==> src/kwc_pkg.sv <==
// Shared types and constants for the walk counter.
// Used by the controller, the datapath and the top level.
package kwc_pkg;

   localparam int CHAR_W      = 8;
   localparam int GRAM_W      = 64;
   localparam int COUNT_W     = 64;
   localparam int CSR_IDX_W   = 2;
   localparam int CSR_DATA_W  = 16;
   localparam int STR_CNT_W   = 7;
   localparam int GRAM_LEN_W  = 4;
   localparam int TARGET_W    = 16;

   localparam logic [CSR_IDX_W-1:0] CSR_STRING_COUNT = 2'd0;
   localparam logic [CSR_IDX_W-1:0] CSR_GRAM_LEN     = 2'd1;
   localparam logic [CSR_IDX_W-1:0] CSR_TARGET_LEN   = 2'd2;

   typedef struct packed {
      logic gram_wr;
      logic head_rd;
      logic step;
      logic first_col;
      logic last_col;
      logic first_round;
      logic last_round;
      logic par;
      logic init_total;
      logic init_to_n;
      logic emit;
   } ctl_cmd_type;

endpackage

==> src/kwc_ctrl.sv <==
// Controller: configuration registers, request handshake, load index and
// the row / column / round sequencer. Depends on kwc_pkg.
module kwc_ctrl import kwc_pkg::*; #(
   parameter int MAX_GRAMS      = 64,
   parameter int MAX_GRAM_CHARS = 8,
   localparam int IW = $clog2(MAX_GRAMS),
   localparam int NW = $clog2(MAX_GRAMS + 1),
   localparam int KW = $clog2(MAX_GRAM_CHARS + 1)
) (
   input  logic                  clock,
   input  logic                  reset,
   input  logic                  csr_wr_en,
   input  logic [CSR_IDX_W-1:0]  csr_index,
   input  logic [CSR_DATA_W-1:0] csr_wdata,
   input  logic                  req_valid,
   output logic                  req_stall,
   output logic                  rsp_valid,
   input  logic                  rsp_stall,
   output ctl_cmd_type           cmd,
   output logic [IW-1:0]         rd_addr,
   output logic [IW-1:0]         row,
   output logic [IW-1:0]         load_addr,
   output logic [NW-1:0]         gram_n,
   output logic [KW-1:0]         gram_k
);

   localparam logic [2:0] ST_IDLE   = 3'd0;
   localparam logic [2:0] ST_HEAD   = 3'd1;
   localparam logic [2:0] ST_SCAN   = 3'd2;
   localparam logic [2:0] ST_DRAIN  = 3'd3;
   localparam logic [2:0] ST_FINISH = 3'd4;

   logic [2:0]            state_ff, state_in;
   logic [STR_CNT_W-1:0]  str_cnt_ff, str_cnt_in;
   logic [GRAM_LEN_W-1:0] gram_len_ff, gram_len_in;
   logic [TARGET_W-1:0]   target_ff, target_in;
   logic [IW-1:0]         load_idx_ff, load_idx_in;
   logic [IW-1:0]         row_ff, row_in;
   logic [IW-1:0]         col_ff, col_in;
   logic [TARGET_W-1:0]   round_ff, round_in;
   logic [TARGET_W-1:0]   rounds_ff, rounds_in;
   logic [NW-1:0]         n_ff, n_in;
   logic [KW-1:0]         k_ff, k_in;
   logic                  par_ff, par_in;
   logic                  first_ff, first_in;
   logic                  drain_ff, drain_in;
   logic                  rsp_valid_ff, rsp_valid_in;

   logic [NW-1:0]         eff_n;
   logic [KW-1:0]         eff_k;
   logic [TARGET_W-1:0]   rounds_calc;
   logic                  last_load;
   logic                  col_last, row_last, round_last;
   logic                  accept;

   // Clamp the configured count and length into the supported range, and derive the round count.
   always_comb begin
      if (str_cnt_ff == '0) begin
         eff_n = NW'(1);
      end else if (32'(str_cnt_ff) > MAX_GRAMS) begin
         eff_n = NW'(MAX_GRAMS);
      end else begin
         eff_n = NW'(str_cnt_ff);
      end
      if (gram_len_ff == '0) begin
         eff_k = KW'(1);
      end else if (32'(gram_len_ff) > MAX_GRAM_CHARS) begin
         eff_k = KW'(MAX_GRAM_CHARS);
      end else begin
         eff_k = KW'(gram_len_ff);
      end
      if (target_ff > TARGET_W'(eff_k)) begin
         rounds_calc = target_ff - TARGET_W'(eff_k);
      end else begin
         rounds_calc = '0;
      end
   end

   assign last_load  = ((NW+1)'(load_idx_ff) + (NW+1)'(1)) >= (NW+1)'(eff_n);
   assign col_last   = (NW'(col_ff) + NW'(1)) == n_ff;
   assign row_last   = (NW'(row_ff) + NW'(1)) == n_ff;
   assign round_last = round_ff == (rounds_ff - TARGET_W'(1));
   assign accept     = req_valid && !req_stall;

   always_comb begin
      str_cnt_in   = str_cnt_ff;
      gram_len_in  = gram_len_ff;
      target_in    = target_ff;
      if (csr_wr_en) begin
         case (csr_index)
            CSR_STRING_COUNT: str_cnt_in  = csr_wdata[STR_CNT_W-1:0];
            CSR_GRAM_LEN:     gram_len_in = csr_wdata[GRAM_LEN_W-1:0];
            CSR_TARGET_LEN:   target_in   = csr_wdata[TARGET_W-1:0];
            default: ;
         endcase
      end
   end

   always_comb begin
      state_in     = state_ff;
      load_idx_in  = load_idx_ff;
      row_in       = row_ff;
      col_in       = col_ff;
      round_in     = round_ff;
      rounds_in    = rounds_ff;
      n_in         = n_ff;
      k_in         = k_ff;
      par_in       = par_ff;
      first_in     = first_ff;
      drain_in     = drain_ff;
      rsp_valid_in = rsp_valid_ff && rsp_stall;
      req_stall    = 1'b1;
      rd_addr      = row_ff;
      cmd          = '0;
      cmd.par         = par_ff;
      cmd.first_round = first_ff;
      cmd.last_round  = round_last;

      case (state_ff)
         ST_IDLE: begin
            // Hold off the final gram until the result register is free.
            req_stall = rsp_valid_ff && last_load;
            if (accept) begin
               cmd.gram_wr = 1'b1;
               if (last_load) begin
                  load_idx_in    = '0;
                  n_in           = eff_n;
                  k_in           = eff_k;
                  rounds_in      = rounds_calc;
                  round_in       = '0;
                  row_in         = '0;
                  par_in         = 1'b0;
                  first_in       = 1'b1;
                  cmd.init_total = 1'b1;
                  cmd.init_to_n  = rounds_calc == '0;
                  state_in       = (rounds_calc == '0) ? ST_FINISH : ST_HEAD;
               end else begin
                  load_idx_in = load_idx_ff + IW'(1);
               end
            end
         end
         ST_HEAD: begin
            rd_addr     = row_ff;
            cmd.head_rd = 1'b1;
            col_in      = '0;
            state_in    = ST_SCAN;
         end
         ST_SCAN: begin
            rd_addr       = col_ff;
            cmd.step      = 1'b1;
            cmd.first_col = col_ff == '0;
            cmd.last_col  = col_last;
            if (col_last) begin
               if (row_last) begin
                  drain_in = 1'b0;
                  state_in = ST_DRAIN;
               end else begin
                  row_in   = row_ff + IW'(1);
                  state_in = ST_HEAD;
               end
            end else begin
               col_in = col_ff + IW'(1);
            end
         end
         ST_DRAIN: begin
            // Let the last row's sum reach the count store and the total.
            if (!drain_ff) begin
               drain_in = 1'b1;
            end else if (round_last) begin
               state_in = ST_FINISH;
            end else begin
               round_in = round_ff + TARGET_W'(1);
               par_in   = !par_ff;
               first_in = 1'b0;
               row_in   = '0;
               state_in = ST_HEAD;
            end
         end
         ST_FINISH: begin
            cmd.emit     = 1'b1;
            rsp_valid_in = 1'b1;
            state_in     = ST_IDLE;
         end
         default: begin
            state_in = ST_IDLE;
         end
      endcase
   end

   always_ff @(posedge clock) begin
      if (reset) begin
         state_ff     <= ST_IDLE;
         str_cnt_ff   <= STR_CNT_W'(1);
         gram_len_ff  <= GRAM_LEN_W'(1);
         target_ff    <= '0;
         load_idx_ff  <= '0;
         rsp_valid_ff <= 1'b0;
         drain_ff     <= 1'b0;
      end else begin
         state_ff     <= state_in;
         str_cnt_ff   <= str_cnt_in;
         gram_len_ff  <= gram_len_in;
         target_ff    <= target_in;
         load_idx_ff  <= load_idx_in;
         rsp_valid_ff <= rsp_valid_in;
         drain_ff     <= drain_in;
      end
   end

   always_ff @(posedge clock) begin
      row_ff    <= row_in;
      col_ff    <= col_in;
      round_ff  <= round_in;
      rounds_ff <= rounds_in;
      n_ff      <= n_in;
      k_ff      <= k_in;
      par_ff    <= par_in;
      first_ff  <= first_in;
   end

   assign rsp_valid = rsp_valid_ff;
   assign row       = row_ff;
   assign load_addr = load_idx_ff;
   assign gram_n    = eff_n;
   assign gram_k    = k_ff;

endmodule

==> config.mk <==
export PLATFORM = sky130hd
export DESIGN_NAME = kwc_ctrl
export DESIGN_NICKNAME = d
export VERILOG_FILES = /design/src/kwc_pkg.sv /design/src/kwc_ctrl.sv
export SDC_FILE = /design/constraint.sdc
export NUM_CORES = 1
export LEC_CHECK = 0
export ABC_AREA = 1
export BUFFER_PORTS_ARGS = -buffer_cell sky130_fd_sc_hd__buf_2
export CORE_MARGIN = 4
export CORE_UTILIZATION = 41
export DETAILED_ROUTE_END_ITERATION = 10
export HOLD_SLACK_MARGIN = 0.12
export PLACE_DENSITY = 0.7
export SYNTH_ARGS = -nofsm -noshare
export SYNTH_HDL_FRONTEND = slang
export SYNTH_SLANG_ARGS = --single-unit
==> constraint.sdc <==
create_clock -name clock -period 5.2 [get_ports clock]
set_input_delay 0.26 -clock clock [delete_from_list [all_inputs] [get_ports clock]]
set_output_delay 0.26 -clock clock [all_outputs]
set_load 0.01 [all_outputs]
==> impl_metrics.ini <==
[outcome]
status = completed

[place]
place_area_mm2 = 0.006399
dp_hpwl_um = 10020
dp_cells = 1021
gp_congestion = 0.8805
io_buffers = 64
pre_cts_ws_ps = 1632

[final_layout]
drive_gt1_share_pct = 13.42
diodes = 0
fin_nets = 893
syn2layout_area_growth_pct = 12.98
final_cells = 1037
final_util_pct = 47.82
n_fill_cell = 1393
fin_area_mm2 = 0.006689

[synthesis]
synthTopCellsByArea = edfxtp_1, dfxtp_1, nand2_1
synth_edf_count = 57
synthMuxAreaShare_pct = 0
synth_xor_area_share_pct = 4.966
yosysTopAreaCell = edfxtp_1
ys_types = 39
netlist_area_mm2 = 0.005921
synth_top_family_by_area = simple AND/OR/NAND/NOR gates
syn_nets = 833
netlist_instances = 792
synthAdderAreaFrac_pct = 3.931
ys_seq_elements = 95
synthArstFlopShare_pct = 0
synth.yosys.warnings = 0
yosys.area_share.simple_pct = 30.41
avgSynthCellArea_um2 = 7.476
seq_area_frac_synth_pct = 41.76
ys.flop_type = edfxtp_1
synth-compound-area-share_pct = 9.298
yosysTopAreaCellShare_pct = 28.91

[power_and_ir_drop]
power_mw = 3.285
power.density_mw_per_mm2 = 491.1
power.share.switching_pct = 42.04
p_int_mw = 1.904
vdd_drop_max_v = 0.0001850
p_sw_mw = 1.381
seq_power_share_pct = 39.8
leakagePower_nw = 3.167
clkPwrFrac_pct = 19.8
p_comb_share_pct = 40.4

[clock_tree]
cts_buffers = 9
insertion_delay_ps = 350
cts-htree-levels = 3
cts_root_buffer = clkbuf_16
clock_sinks = 95
tritoncts = done
clock_path_buffers = 2
cts_hold_buf = 0
cts.clk_slew.worst_paths_ps = 70
postCtsSetupBuffers = 0
ctsResizeCount = 0

[routing]
postRouteAntennaNets = 0
via_count = 5034
drt_pre_antenna_iters = 5
routed_wl_um = 12730
met2_length_um = 5898
dr_wl_met3_um = 469
via_per_inst = 4.854
drt_iter0_drc = 375
route.detailed.drc = 0
wl_met1_um = 6163
wl_per_cell_um = 12.27
top_layer = met4

[worst_hold_path]
hp-class = in2reg

[floorplan]
fp.dieW_um = 128.2
die-area_mm2 = 0.01643
io_pins = 65
die_y_um = 128.2
rows = 43
start_util_pct = 42.33
core_mm2 = 0.01399

[timing]
grt_setup_unrepaired = false
period_needed_ps = 3943
finalClockSkew_ps = 9.228
fin_tns_setup_ps = 0
setup-violations-final = 0
slew_violations = 0
worst_slack_ps = 1257
fmax_mhz = 253.6
min_period_over_period_pct = 75.84
max-slew-margin-rel_pct = 34.44
worstMarginPinSlew_ps = 980.6
final_hold_viol_count = 0
hold_ws_ps = 143.6

[worst_setup_path]
crit_chain = nor4_1 > nand3_1 > nand2_1 > inv_1 > nor2_1 > inv_1 > ha_1 > nand2_1 > o21ai_0 > nand4_1 > nand3_1 > nand2_1 > nand3_2 > inv_1 > nand2_1 > inv_1 > buf_2
cp_num_buf_inv = 5
cp-end-kind = primary output
cpMaxStageDelayCell = inv_1
cp.arrival_ps = 3680
criticalPathCategory = reg2out
crit_required_ps = 4940
cp-start-kind = flip-flop
crit_family = simple AND/OR/NAND/NOR gates
critical_path.max_stage_delay_ps = 630
crit_fanout = 25

[grt]
grt_max_degree = 33
antenna_found_initial = 0
overflow = 0
grt_pass1_wl_um = 21380
grt_usage_pct = 15.80
first_global_vias = 4664

[job]
cap_viol_max_count = 0
==> power groups by stage <==
stage	Combinational, mW	Sequential, mW	Clock, mW
floorplan	0.997	1.28	0
global placement	1.31	1.32	0
detailed placement	1.33	1.32	0
CTS	1.34	1.31	0.666
global route	1.53	1.34	0.697
finish	1.33	1.31	0.651
==> registers in the layout (all words and copies together) (netlist names), 3 cells and up <==
register and count:
round_ff 16, rounds_ff 16, target_ff 16, n_ff 7
str_cnt_ff 7, col_ff 6, load_addr 6, row 6
gram_k 4, gram_len_ff 4, state_ff 3
==> worst reg2reg max path, cell delays in order (launching register included) <==
cell	delay, ps
dfxtp_1	330
nor4_1	280
nand3_1	130
nand2_1	170
inv_1	60
nor2_1	170
inv_1	80
ha_1	310
nand2_1	70
o21ai_0	60
nand4_1	70
nand3_1	130
nand2_1	120
nand3_2	180
inv_1	190
nand2_1	90
inv_1	630
buf_4	270
==> per-layer routing <==
| metal | track usage, % | up-vias |
|---|---|---|
| met1 | 21.39 | 2230 |
| met5 | 0 | - |
| met2 | 26.16 | 97 |
| met4 | 4.619 | 0 |
| met3 | 2.500 | 17 |
| li1 | - | 2690 |
==> final cells by class <==
cell class	instances	area (µm²)	area share, %
Multi-Input combinational cell	551	2878	43.02
Sequential cell	95	2472	36.96
Inverter	128	480.5	7.183
Timing Repair Buffer	67	342.8	5.125
Clock buffer	9	225.2	3.367
Tap cell	180	225.2	3.367
Clock inverter	7	65.06	0.9727
==> cell usage in the layout, fill, tap and decap left out, types with 4 or more instances in the layout <==
cell type | synthesis | routed
a21oi_1 | 48 | 48
buf_2 | 0 | 64
clkbuf_16 | 0 | 9
dfxtp_1 | 38 | 38
edfxtp_1 | 57 | 57
ha_1 | 17 | 17
inv_1 | 126 | 126
nand2_1 | 163 | 163
nand2_2 | 4 | 4
nand3_1 | 65 | 65
nand4_1 | 13 | 13
nor2_1 | 105 | 105
nor2_2 | 10 | 10
nor2_4 | 7 | 7
nor3_1 | 11 | 11
nor3_2 | 4 | 4
o21ai_0 | 43 | 43
xnor2_1 | 5 | 5
xor2_1 | 26 | 26
==> path summary, 6_finish.rpt <==
path | slack [ps] | from | endpoint | cells after the start
worst max-delay path | 1260 | str_cnt_ff[2] | cmd[2] | 17
worst min-delay path | 140 | rsp_stall | rsp_valid | 3
worst max register to register | 1590 | str_cnt_ff[2] | n_ff[1] | 17
worst min register to register | 460 | target_ff[3] | target_ff[3] | 2
==> cells in the mapped netlist (5+ instances only) <==
cell      instances
nand3_1          65
inv_1           126
nor2_1          105
nand4_1          13
clkbuf_1         13
nand2_1         163
ha_1             17
edfxtp_1         57
xnor2_1           5
a21oi_1          48
o21ai_0          43
nor2_2           10
xor2_1           26
nor2_4            7
dfxtp_1          38
nor3_1           11
==> cells by family after synthesis <==
family | count (synthesis)
XOR/XNOR | 32
adder cells (fa/ha/maj) | 18
buffers and inverters | 146
flip-flops | 95
AND/OR/NAND/NOR | 397
AO/OA/AOI/OAI | 104
(Power assumes the default switching activity.)
